--- src/hdl/llsd_pkg.sv ---
`default_nettype none
package llsd_pkg;

  localparam int DEF_MAX_SERVERS = 16;
  localparam int DEF_LOAD_WIDTH  = 32;

  localparam int SRV_W        = 5;
  localparam int DUR_W        = 16;
  localparam int CFG_W        = 5;
  localparam int IN_TDATA_W   = 16;
  localparam int OUT_TDATA_W  = 16;
  localparam int OUT_FIELDS_W = 2 * SRV_W + 1;

  // highest server number the 5-bit server count can reach
  localparam int MAX_ADDRESSABLE = (1 << SRV_W) - 1;

  localparam logic ACT_ASSIGN = 1'b0;
  localparam logic ACT_CLEAR  = 1'b1;

  typedef enum logic [1:0] {
    ST_IDLE,
    ST_SCAN,
    ST_UPD,
    ST_DONE
  } llsd_state_t;

  typedef struct packed {
    logic rd_en;
    logic wr_en;
    logic clr;
  } llsd_mem_ctl_t;

endpackage
`default_nettype wire

--- src/hdl/llsd_load_mem.sv ---
`default_nettype none
module llsd_load_mem import llsd_pkg::*; #(
  parameter int DEPTH  = DEF_MAX_SERVERS,
  parameter int LOAD_W = DEF_LOAD_WIDTH,
  parameter int AW     = 4
) (
  input  wire logic                clk,
  input  wire logic                rst_n,
  input  wire llsd_mem_ctl_t       ctl,
  input  wire logic [AW-1:0]       rd_addr,
  input  wire logic [AW-1:0]       wr_addr,
  input  wire logic [LOAD_W-1:0]   wr_data,
  output logic      [LOAD_W-1:0]   rd_data
);

  logic [LOAD_W-1:0] mem [DEPTH];
  logic [DEPTH-1:0]  vld_r;
  logic [LOAD_W-1:0] rd_data_r;
  logic              rd_ok_r;

  always_ff @(posedge clk) begin
    if (ctl.wr_en) begin
      mem[wr_addr] <= wr_data;
    end
    if (ctl.rd_en) begin
      rd_data_r <= mem[rd_addr];
    end
  end

  // entries not written since the last clear read as zero
  always_ff @(posedge clk) begin
    if (!rst_n || ctl.clr) begin
      vld_r   <= '0;
      rd_ok_r <= 1'b0;
    end else begin
      if (ctl.wr_en) begin
        vld_r[wr_addr] <= 1'b1;
      end
      if (ctl.rd_en) begin
        rd_ok_r <= vld_r[rd_addr];
      end
    end
  end

  assign rd_data = rd_ok_r ? rd_data_r : '0;

endmodule
`default_nettype wire

--- src/hdl/least_loaded_server_dispatch.sv ---
`default_nettype none
// Least-loaded server dispatch. Each assign transfer (in_tuser = 0) hands its
// job duration to the active server with the smallest accumulated load, lowest
// server number on ties, and adds the duration to that load, saturating at the
// all-ones load value. A clear transfer (in_tuser = 1) zeroes every load at
// once. Each input transfer yields one output transfer carrying the assigned
// server (0 for clear), the server that would take the next job, and the
// saturation flag. cfg_data sets the active server count (0 acts as 1, values
// above MAX_SERVERS act as MAX_SERVERS); write it only while the block is idle.
// Loads live in a single-port-read memory that is scanned one entry per cycle.
// An assign passes through the scan, update and done states before the next
// transfer is accepted, and a clear goes straight to done. A finished result
// waits in the output register while the next transfer is accepted.
module least_loaded_server_dispatch import llsd_pkg::*; #(
  parameter int MAX_SERVERS = DEF_MAX_SERVERS,
  parameter int LOAD_WIDTH  = DEF_LOAD_WIDTH
) (
  input  wire logic                   clk,
  input  wire logic                   rst_n,
  input  wire logic                   in_tvalid,
  output logic                        in_tready,
  input  wire logic [IN_TDATA_W-1:0]  in_tdata,   // [15:0] duration
  input  wire logic                   in_tuser,   // [0] action
  output logic                        out_tvalid,
  input  wire logic                   out_tready,
  output logic      [OUT_TDATA_W-1:0] out_tdata,  // [4:0] assigned_server,
                                                  // [9:5] next_server,
                                                  // [10] saturated
  input  wire logic                   cfg_valid,
  output logic                        cfg_ready,
  input  wire logic [CFG_W-1:0]       cfg_data    // [4:0] num_servers
);

  localparam int DEPTH = (MAX_SERVERS < MAX_ADDRESSABLE) ? MAX_SERVERS : MAX_ADDRESSABLE;
  localparam int AW    = (DEPTH > 1) ? $clog2(DEPTH) : 1;
  localparam int CW    = $clog2(DEPTH + 1);
  localparam int SUM_W = ((LOAD_WIDTH > DUR_W) ? LOAD_WIDTH : DUR_W) + 1;
  localparam logic [LOAD_WIDTH-1:0] LOAD_MAX = '1;

  llsd_state_t state_r, state_nxt;

  logic [CFG_W-1:0]      cfg_num_r;
  logic [CW-1:0]         n_act;
  logic [AW-1:0]         last_idx;

  logic [CW-1:0]         iss_cnt_r;
  logic                  rd_vld_r;
  logic [AW-1:0]         rd_idx_r;
  logic [DUR_W-1:0]      dur_r;
  logic                  clr_r;
  logic [LOAD_WIDTH-1:0] best_val_r;
  logic [AW-1:0]         best_idx_r;
  logic [LOAD_WIDTH-1:0] run_val_r;
  logic [AW-1:0]         run_idx_r;
  logic                  run_vld_r;
  logic [LOAD_WIDTH-1:0] new_val_r;
  logic                  sat_r;
  logic                  out_valid_r;
  logic [OUT_TDATA_W-1:0] out_data_r;

  llsd_mem_ctl_t         mem_ctl;
  logic [AW-1:0]         rd_addr;
  logic [LOAD_WIDTH-1:0] rd_data;
  logic [LOAD_WIDTH-1:0] wr_data;

  logic                  in_acc;
  logic                  out_free;
  logic [SUM_W-1:0]      sum;
  logic                  sat_c;
  logic                  k_is_next;
  logic [AW-1:0]         nxt_idx;
  logic [SRV_W-1:0]      asg_srv;
  logic [SRV_W-1:0]      nxt_srv;
  logic                  sat_out;

  assign cfg_ready = 1'b1;

  always_ff @(posedge clk) begin
    if (!rst_n) begin
      cfg_num_r <= CFG_W'(1);
    end else if (cfg_valid) begin
      cfg_num_r <= cfg_data;
    end
  end

  always_comb begin
    priority if (cfg_num_r == '0) begin
      n_act = CW'(1);
    end else if (cfg_num_r > CFG_W'(DEPTH)) begin
      n_act = CW'(DEPTH);
    end else begin
      n_act = CW'(cfg_num_r);
    end
  end

  assign last_idx = AW'(n_act - CW'(1));

  assign in_acc   = in_tvalid && in_tready;
  assign out_free = !out_valid_r || out_tready;

  always_comb begin
    state_nxt = state_r;
    unique case (state_r)
      ST_IDLE: begin
        if (in_acc) begin
          state_nxt = (in_tuser == ACT_CLEAR) ? ST_DONE : ST_SCAN;
        end
      end
      ST_SCAN: begin
        if (rd_vld_r && rd_idx_r == last_idx) begin
          state_nxt = ST_UPD;
        end
      end
      ST_UPD: begin
        state_nxt = ST_DONE;
      end
      ST_DONE: begin
        if (out_free) begin
          state_nxt = ST_IDLE;
        end
      end
      default: begin
        state_nxt = ST_IDLE;
      end
    endcase
  end

  always_ff @(posedge clk) begin
    if (!rst_n) begin
      state_r <= ST_IDLE;
    end else begin
      state_r <= state_nxt;
    end
  end

  always_comb begin
    in_tready     = (state_r == ST_IDLE);
    mem_ctl.rd_en = (state_r == ST_SCAN) && (iss_cnt_r < n_act);
    mem_ctl.wr_en = (state_r == ST_UPD);
    mem_ctl.clr   = in_acc && (in_tuser == ACT_CLEAR);
  end

  assign rd_addr = iss_cnt_r[AW-1:0];

  assign sum     = SUM_W'(best_val_r) + SUM_W'(dur_r);
  assign sat_c   = sum > SUM_W'(LOAD_MAX);
  assign wr_data = sat_c ? LOAD_MAX : sum[LOAD_WIDTH-1:0];

  llsd_load_mem #(
    .DEPTH  (DEPTH),
    .LOAD_W (LOAD_WIDTH),
    .AW     (AW)
  ) u_mem (
    .clk     (clk),
    .rst_n   (rst_n),
    .ctl     (mem_ctl),
    .rd_addr (rd_addr),
    .wr_addr (best_idx_r),
    .wr_data (wr_data),
    .rd_data (rd_data)
  );

  always_ff @(posedge clk) begin
    if (!rst_n) begin
      iss_cnt_r <= '0;
      rd_vld_r  <= 1'b0;
      run_vld_r <= 1'b0;
    end else begin
      rd_vld_r <= mem_ctl.rd_en;
      if (in_acc) begin
        iss_cnt_r <= '0;
      end else if (mem_ctl.rd_en) begin
        iss_cnt_r <= iss_cnt_r + CW'(1);
      end
      if (state_r == ST_SCAN && rd_vld_r) begin
        if (rd_idx_r == '0) begin
          run_vld_r <= 1'b0;
        end else if (rd_data < best_val_r || !run_vld_r || rd_data < run_val_r) begin
          run_vld_r <= 1'b1;
        end
      end
    end
  end

  // running minimum and runner-up; strict compares keep the lowest index
  always_ff @(posedge clk) begin
    rd_idx_r <= rd_addr;
    if (in_acc) begin
      dur_r <= in_tdata[DUR_W-1:0];
      clr_r <= (in_tuser == ACT_CLEAR);
    end
    if (state_r == ST_SCAN && rd_vld_r) begin
      if (rd_idx_r == '0) begin
        best_val_r <= rd_data;
        best_idx_r <= rd_idx_r;
      end else if (rd_data < best_val_r) begin
        run_val_r  <= best_val_r;
        run_idx_r  <= best_idx_r;
        best_val_r <= rd_data;
        best_idx_r <= rd_idx_r;
      end else if (!run_vld_r || rd_data < run_val_r) begin
        run_val_r <= rd_data;
        run_idx_r <= rd_idx_r;
      end
    end
    if (state_r == ST_UPD) begin
      new_val_r <= wr_data;
      sat_r     <= sat_c;
    end
  end

  always_comb begin
    k_is_next = !run_vld_r || (new_val_r < run_val_r) ||
                ((new_val_r == run_val_r) && (best_idx_r < run_idx_r));
    nxt_idx   = k_is_next ? best_idx_r : run_idx_r;
    asg_srv   = clr_r ? '0 : SRV_W'(best_idx_r) + SRV_W'(1);
    nxt_srv   = clr_r ? SRV_W'(1) : SRV_W'(nxt_idx) + SRV_W'(1);
    sat_out   = clr_r ? 1'b0 : sat_r;
  end

  always_ff @(posedge clk) begin
    if (!rst_n) begin
      out_valid_r <= 1'b0;
    end else if (state_r == ST_DONE && out_free) begin
      out_valid_r <= 1'b1;
    end else if (out_tready) begin
      out_valid_r <= 1'b0;
    end
  end

  always_ff @(posedge clk) begin
    if (state_r == ST_DONE && out_free) begin
      out_data_r <= {(OUT_TDATA_W - OUT_FIELDS_W)'(0), sat_out, nxt_srv, asg_srv};
    end
  end

  assign out_tvalid = out_valid_r;
  assign out_tdata  = out_data_r;

endmodule
`default_nettype wire

--- config.mk ---
export PLATFORM = sky130hd
export DESIGN_NAME = least_loaded_server_dispatch
export DESIGN_NICKNAME = d
export VERILOG_FILES = /design/src/hdl/llsd_pkg.sv /design/src/hdl/llsd_load_mem.sv /design/src/hdl/least_loaded_server_dispatch.sv
export SDC_FILE = /design/constraint.sdc
export NUM_CORES = 1
export LEC_CHECK = 0
export ABC_AREA = 1
export BUFFER_PORTS_ARGS = -buffer_cell sky130_fd_sc_hd__buf_2
export CORE_MARGIN = 4
export CORE_UTILIZATION = 40
export CTS_CLUSTER_SIZE = 12
export DETAILED_ROUTE_END_ITERATION = 10
export PLACE_DENSITY = 0.56
export SYNTH_ARGS = -nofsm -noshare
export SYNTH_HDL_FRONTEND = slang
export SYNTH_HIERARCHICAL = 1
export SYNTH_SLANG_ARGS = --single-unit
--- constraint.sdc ---
create_clock -name clk -period 6.7 [get_ports clk]
set_input_delay 1.005 -clock clk [delete_from_list [all_inputs] [get_ports clk]]
set_output_delay 1.005 -clock clk [all_outputs]
set_load 0.05 [all_outputs]
==> impl_metrics.ini, run 1 <==
[outcome]
status = complete, no violations

[clock_tree]
cts-buffers-inserted = 77
htree_levels = 3
cts.sinks = 713
cts_resized = 0
ctsHoldBuffers = 0
insertion_delay_ns = 0.62
cts_tree = built
clk_path_buf_depth = 3
root_buffer = clkbuf_16
cts_setup_buffers = 0
clkSlewWorstSetupHoldPaths_ns = 0.06

[power_and_ir_drop]
power_density_nw_per_um2 = 346.1
p_comb_frac = 0.191
power.total_mw = 12.11
pwr-share-clk = 0.329
power_frac_seq = 0.481
p_switching_mw = 3.647
p_sw_frac = 0.3011
static-leakage-power_nw = 12.56
peakVddDrop_mv = 0.1929
p_int_mw = 8.467

[worst_setup_path]
crit_type = flop to flop
startpoint_type = flop
cp_data_required_time_ns = 6.97
cp.arrival_ns = 4.58
crit_fanout = 72
crit_path_end_kind = flop

[sta]
maxSlewHeadroom = 0.1230
setup_slack_ns = 2.395
tightestPinTransition_ns = 1.316
rsz0062_at_grt = no
maxSlewViolCount = 0
fin_crit_ns = 4.305
hold_viol = 0
max_freq_ghz = 0.2323
hold_ws_ns = 0.4709
tns_ns = 0
fin_crit_sh = 0.6425
setup_viol = 0
skew_ns = 0.02404

[yosys]
ys_types = 54
syn_inst = 2695
synth-edff-count = 677
synthesis.area_um2 = 31360
synth.area.top_cells = edfxtp_1 65%, nor2_1 5.6%, ha_1 5.0%, o21ai_0 4.2%, nand2_1 3.7%
synth_top_area_frac = 0.6483
synth_top_area_cell = edfxtp_1
synthFlopType = edfxtp_1
ys_seq_area_frac = 0.6713
ys_ff_latch = 713
yosys_warnings = 6
ys_async_sr_fraction = 0
synth_area_per_cell_um2 = 11.63

[die]
core_um2 = 77590
rows = 102
initial_core_util = 0.4041
ios = 46
die_x_um = 288.0
die_area_um2 = 82940
die-height_um = 288.0

[cells_and_area]
regArea_um2 = 21060
nets = 2874
n_antenna_cell = 0
final_util = 0.4511
final_area_um2 = 35000
fin_cells = 3818
layout-drive-gt1-share = 0.07955
num-fill-cells = 7123
multi_input_area_um2 = 9165
syn_to_final_growth_pct = 11.62

[detailed_routing]
wl_per_cell_um = 22.41
drt.antenna.violating_nets = 0
drc = 0
via_per_inst = 5.407
vias = 20645
drt_pass1_iterations = 5
wirelength_um = 85550
drt_iter0_drc = 2175

[global_route]
grt_pass1_vias = 20034
grt_max_degree = 227
overflow = 0
antenna_found_initial = 3
grt_pass1_wl_um = 127000
grt_usage = 0.2050

[placement]
dp_slack_ns = 2.354
place.gp.congestion = 0.8778
port_buffers = 39
place_hpwl_um = 48390
place_area_um2 = 32670
dp.cells = 3682

[job]
cap_viol_max_count = 0

[min_path]
worstHoldPathType = flop to flop
[per-layer routing]
layer / track usage / up-vias / part of all wire
li1: - / 9627 / -
met1: 0.2847 / 10198 / 0.44
met2: 0.3282 / 678 / 0.46
met3: 0.03729 / 140 / 0.071
met4: 0.06511 / 2 / 0.028
met5: 0 / - / 0.00021
[cell families (layout without fill, tap and decap cells)]
| family | after synthesis | after routing | synth area share |
|---|---|---|---|
| AOI/OAI and AO/OA | 561 | 561 | 0.1037 |
| xor gates and xnor gates | 25 | 25 | 0.006983 |
| adders and majority gates | 126 | 126 | 0.05052 |
| buffers and inverters | 308 | 387 | 0.04122 |
| DFF | 713 | 713 | 0.6713 |
| muxes | 1 | 1 | 0.0003591 |
| other | 2 | 6 | 0.0002395 |
| and+or+nand+nor | 959 | 959 | 0.1257 |
[sequential cells by signal (all words and copies together) (netlist names), 11 cells and up]
signal	flops
best_val_r	32
dur_r	16
new_val_r	32
out_tdata	11
run_val_r	32
u_mem/mem	512
u_mem/rd_data_r	32
u_mem/vld_r	16
[worst paths after layout]
path                         from              end  slack [ns]  cells after the start
setup / recovery    u_mem/rd_ok_r     run_val_r[1]        2.40                     17
hold / removal    u_mem/vld_r[15]  u_mem/vld_r[15]        0.47                      2
hold reg to reg   u_mem/vld_r[15]  u_mem/vld_r[15]        0.47                      2
setup reg to reg    u_mem/rd_ok_r     run_val_r[1]        2.40                     17
[final cells by class]
type	count	area share
Inverter	180	0.01952
Sequential cell	713	0.6018
Clock buffer	101	0.05974
Multi-Input combinational cell	1678	0.2619
Timing Repair Buffer	71	0.01316
Tap cell	1040	0.03718
Clock inverter	35	0.006757
[power groups by stage]
| stage | combinational (mW) | clock, mW | sequential, mW |
|---|---|---|---|
| CTS | 2.31 | 4.07 | 5.83 |
| detailed placement | 2.30 | 0 | 5.92 |
| finish | 2.31 | 3.98 | 5.83 |
| global placement | 2.24 | 0 | 5.92 |
| floorplan | 1.58 | 0 | 5.81 |
| global route | 2.58 | 4.25 | 5.85 |
[worst max-delay path, stage by stage (launching register included)]
cell and delay, ns:
dfxtp_1 0.87, buf_4 0.38, nand2_1 0.07, inv_1 0.13, ha_1 0.26, nand2_1 0.09, inv_1 0.04, nand3_1 0.08
inv_1 0.05, a21oi_1 0.13, nand2_1 0.12, nand2_1 0.13, nand2_2 0.05, buf_4 0.33, nand3_1 0.15, nand2_1 0.07
inv_1 0.51, buf_4 0.44
[cells in the final DEF, fill, tap and decap left out, types with 57 or more instances in the layout]
| cell | count |
|---|---|
| o21ai_0 | 264 |
| nand2_1 | 312 |
| nand3_1 | 119 |
| nor2_1 | 455 |
| o21ai_1 | 57 |
| clkbuf_16 | 80 |
| edfxtp_1 | 677 |
| inv_1 | 173 |
| o211ai_1 | 121 |
| ha_1 | 124 |
| a21oi_1 | 80 |
[Yosys cell counts, drive strengths merged (36+ instances only)]
master    n
nor2    473
clkbuf   57
a21oi    85
o21ai   326
nand2   318
o211ai  121
edfxtp  677
nand3   124
ha      125
inv     178
dfxtp    36
buf      71
No activity file was read; power rests on OpenSTA's default activity.
==> run 2, diff against run 1 <==
==> constraint.sdc (replaced) <==
create_clock -name clk -period 4 [get_ports clk]
set_input_delay 0.6 -clock clk [delete_from_list [all_inputs] [get_ports clk]]
set_output_delay 0.6 -clock clk [all_outputs]
set_load 0.05 [all_outputs]
==> run 2 against run 1 <==
Effect of this change: non-clock buffer count grew 21; combinational power is 74% higher; largest cell class unchanged; clock-buffer cell count increased by 3; critical endpoint is now run_val_r[19]; flip-flop and latch count unchanged; via count decreased by 0.50%; total power rose by 69%; wire length shrank 2.2%.
==> impl_metrics.ini, run 2 (synthesized netlist as in run 1, its figures left out) <==
[outcome]
status = complete, no violations

[die]
core_um2 = 77590
rows = 102
die_x_um = 288.0
initial_core_util = 0.4041
die-height_um = 288.0
die_area_um2 = 82940
ios = 46

[global_route]
grt_max_degree = 203
grt_pass1_wl_um = 124800
grt_usage = 0.2000
antenna_found_initial = 3
overflow = 0
grt_pass1_vias = 19971

[worst_setup_path]
startpoint_type = flop
crit_path_end_kind = flop
r2r-start = u_mem/rd_ok_r
r2r_end = run_val_r[19]
reg2reg_depth = 12
crit_fanout = 49
cp_data_required_time_ns = 4.34
cp.arrival_ns = 3.98
reg2reg_slack_ns = 0.36
crit_type = flop to flop

[clock_tree]
root_buffer = clkbuf_16
htree_levels = 3
cts_resized = 0
clk_path_buf_depth = 3
clkSlewWorstSetupHoldPaths_ns = 0.06
cts-buffers-inserted = 77
insertion_delay_ns = 0.63
cts_setup_buffers = 0
ctsHoldBuffers = 0
cts_tree = built
cts.sinks = 713

[power_and_ir_drop]
p_comb_frac = 0.197
static-leakage-power_nw = 12.71
power_density_nw_per_um2 = 579.3
p_sw_frac = 0.3037
peakVddDrop_mv = 0.3454
pwr-share-clk = 0.328
p_int_mw = 14.24
p_switching_mw = 6.209
power_frac_seq = 0.475

[detailed_routing]
drt_iter0_drc = 2102
wirelength_um = 83680
via_per_inst = 5.356
drt.antenna.violating_nets = 0
wl_per_cell_um = 21.82
drt_pass1_iterations = 7
drc = 0
vias = 20542

[sta]
maxSlewHeadroom = 0.1725
setup_slack_ns = 0.3634
setup_viol = 0
rsz0062_at_grt = no
fin_crit_sh = 0.9091
skew_ns = 0.03072
max_freq_ghz = 0.2750
tightestPinTransition_ns = 1.241
maxSlewViolCount = 0
hold_viol = 0
fin_crit_ns = 3.637
tns_ns = 0

[cells_and_area]
layout_commonest_cell = edfxtp_1
syn_to_final_growth_pct = 12.56
n_antenna_cell = 0
largest_reg_flops = 512
nets = 2895
mostFrequentLayoutCells = 677 x edfxtp_1, 455 x nor2_1, 312 x nand2_1
layout-drive-gt1-share = 0.09052
regMostFlops = u_mem/mem

[placement]
place.gp.congestion = 0.8739
place_hpwl_um = 49840
port_buffers = 39
dp_slack_ns = 0.2691

[min_path]
min_to = dur_r[6]
worstHoldPathCells = 1
worstHoldStart = in_tdata[6]
worstHoldPathType = input pin to flop

[job]
cap_viol_max_count = 0
[run 2: cell type report]
cell class	instances	area, um2
clock buffers	104	2122
flip-flops and latches	713	21060
clock inverters	28	242.7
well taps	1040	1301
repair buffers	92	718.2
fillers	7095	42300
multi-input cells	1678	9165
inverters	180	683.2
[run 2: how the worst max path moves through the flow]
stage,startpoint,end,slack [ns],cells past startpoint
after CTS,u_mem/rd_ok_r,best_val_r[26],0.28,11
after floorplan,state_r[0],u_mem/mem[12][0],0.39,6
after global routing,u_mem/rd_ok_r,run_val_r[12],0.01,12
after global placement,u_mem/rd_ok_r,best_val_r[16],0.41,16
final,u_mem/rd_ok_r,run_val_r[19],0.36,12
after detailed placement,u_mem/rd_ok_r,best_val_r[22],0.27,11
[run 2: power by group through the flow]
| stage | sequential [mW] | clock (mW) | combinational, mW |
|---|---|---|---|
| 3_3_place_gp | 9.86 | 0 | 3.94 |
| 2_1_floorplan | 9.73 | 0 | 2.64 |
| 4_1_cts | 9.70 | 6.86 | 4.04 |
| 6_report | 9.70 | 6.71 | 4.03 |
| 3_5_place_dp | 9.86 | 0 | 4.03 |
| 5_1_grt | 9.73 | 7.18 | 4.51 |
[run 2: worst max-delay path: stages, from the launching register on]
cell     delay (ns)
dfxtp_1        0.76
buf_4          0.35
nand2_1        0.09
inv_1          0.13
ha_1           0.14
nand2_1        0.06
nor2_1         0.18
nand2_1        0.10
nor4_1         0.30
nand2_1        0.17
nand2_2        0.38
buf_4          0.53
o21ai_0        0.17
[run 2: per-stage QoR]
stage	cell area (um2)	std cells	utilization	hold slack (ns)	total power [mW]
after floorplan	31380	2699	-	0.3952	12.38
after global placement	32920	3701	0.4242	0.4488	13.80
after detailed placement	32920	3701	0.4242	0.4588	13.89
after CTS	35280	3833	0.4547	0.1327	20.61
after global routing	35300	3835	0.4549	0.1347	21.42
final	35300	3835	0.4549	0.1678	20.45
[run 2: layer usage]
layer	up-vias	GRT usage	part of all wire
met4	0	0.05943	0.027
li1	9653	-	-
met1	10110	0.2800	0.44
met5	-	0	0
met2	669	0.3211	0.47
met3	110	0.03420	0.066
==> run 3, diff against run 2 <==
==> constraint.sdc (replaced) <==
create_clock -name clk -period 3.81 [get_ports clk]
set_input_delay 0.5715 -clock clk [delete_from_list [all_inputs] [get_ports clk]]
set_output_delay 0.5715 -clock clk [all_outputs]
set_load 0.05 [all_outputs]
==> run 3 against run 2 <==
Effect of this change: clock power increased by 3.6%; sequential share of layout area about the same; wire length increased by 2.1%; clock-buffer cell count increased by 2; total power increased by 4.5%.
==> impl_metrics.ini, run 3 (synthesized netlist as in run 1, its figures left out) <==
[worst_setup_path]
reg2reg_depth = 14
r2r-start = u_mem/rd_ok_r
crit_path_end = run_val_r[19]
crit_type = flop to flop
cp_data_required_time_ns = 4.06
reg2reg_slack_ns = 0.63
crit_path_end_kind = flop
crit_path_frequent_cell = nand2_1
crit_fanout = 33
cp_cell_sequence = buf_12 > nand2_1 > inv_1 > ha_1 > a21oi_1 > o21ai_0 > nand2_1 > o211ai_1 > a31oi_1 > nand2_2 > nand3_1 > nand2_1 > inv_1 > buf_4
critPathMaxStageDelay_ns = 0.50
startpoint_type = flop
r2r_end = run_val_r[19]
crit_slowest_cell = buf_4
crit_start = u_mem/rd_ok_r
cp.arrival_ns = 3.43

[detailed_routing]
wl_per_cell_um = 22.28
drt.antenna.violating_nets = 0
vias = 20727
via_per_inst = 5.406
drc = 0
wirelength_um = 85420
drt_pass1_iterations = 5
drt_iter0_drc = 1933

[sta]
skew_ns = 0.02955
setup_viol = 0
tightestPinTransition_ns = 1.109
maxSlewHeadroom = 0.2609
maxSlewViolCount = 0
hold_viol = 0
setup_slack_ns = 0.6336
rsz0062_at_grt = no
fin_crit_ns = 3.176
tns_ns = 0
fin_crit_sh = 0.8337
max_freq_ghz = 0.3148

[clock_tree]
clkSlewWorstSetupHoldPaths_ns = 0.06
clk_path_buf_depth = 3
htree_levels = 3
cts_tree = built
cts_resized = 0
ctsHoldBuffers = 0
root_buffer = clkbuf_16
cts-buffers-inserted = 78
cts_setup_buffers = 0
insertion_delay_ns = 0.63
cts.sinks = 713

[cells_and_area]
mostFrequentLayoutCells = 677 x edfxtp_1, 455 x nor2_1, 312 x nand2_1
syn_to_final_growth_pct = 12.65
nets = 2890
layout_commonest_cell = edfxtp_1
largest_reg_flops = 512
regMostFlops = u_mem/mem
n_antenna_cell = 0
layout-drive-gt1-share = 0.08518
final_area_um2 = 35320

[placement]
dp_slack_ns = 0.6517
place.gp.congestion = 0.9034
port_buffers = 39
place_hpwl_um = 48110
place_area_um2 = 32970

[power_and_ir_drop]
static-leakage-power_nw = 12.67
power.total_mw = 21.36
power_density_nw_per_um2 = 604.8
peakVddDrop_mv = 0.3284

[job]
cap_viol_max_count = 0

[die]
ios = 46
die_area_um2 = 82940
die_x_um = 288.0
die-height_um = 288.0
rows = 102
initial_core_util = 0.4041
core_um2 = 77590

[global_route]
grt_max_degree = 138
grt_pass1_wl_um = 126000
overflow = 0
antenna_found_initial = 3
grt_pass1_vias = 20092
grt_usage = 0.2038

[min_path]
worstHoldStart = in_tdata[13]
worstHoldPathType = input pin to flop

[outcome]
status = complete, no violations
run 3: layout make-up:
class | count | area (um2)
Fill cell | 7085 | 42270
Sequential cell | 713 | 21060
Multi-Input combinational cell | 1678 | 9165
Clock buffer | 106 | 2110
Tap cell | 1040 | 1301
Timing Repair Buffer | 86 | 760.7
Inverter | 180 | 684.4
Clock inverter | 31 | 237.7
run 3: how the worst min path moves through the flow:
stage                           endpoint  depth (start not counted)
final                          dur_r[13]                          1
after global routing           dur_r[13]                          1
after CTS                      dur_r[13]                          1
after detailed placement  u_mem/vld_r[7]                          2
after global placement    u_mem/vld_r[5]                          2
after floorplan              rd_idx_r[1]                          0
run 3: power breakdown:
group	internal [mW]	leakage, nW	switching [mW]
logic	1.02	5.13	3.21
registers	9.92	6.42	0.252
clock network	3.96	1.13	3.00
run 3: worst max-delay path, delay by kind of cell, from the launching register on:
kind            cells  cell delay [ns]
compound gates      4             0.67
simple gates        5             0.47
fa+ha+maj           1             0.27
flops               1             0.37
buf+inv             4             1.01
run 3: metrics by stage:
stage          utilization  cells  hold WS [ns]
3_5_place_dp        0.4250   3697        0.4582
2_1_floorplan            -   2699        0.3952
4_1_cts             0.4552   3834       0.09211
6_report            0.4552   3834        0.1321
3_3_place_gp        0.4250   3697        0.4489
5_1_grt             0.4552   3834        0.1079
run 3: layer usage:
metal | GRT usage | vias up | part of all wire
li1 | - | 9653 | -
met1 | 0.2781 | 10222 | 0.43
met2 | 0.3272 | 686 | 0.46
met3 | 0.03563 | 166 | 0.066
met4 | 0.07722 | 0 | 0.038
met5 | 0 | - | 0
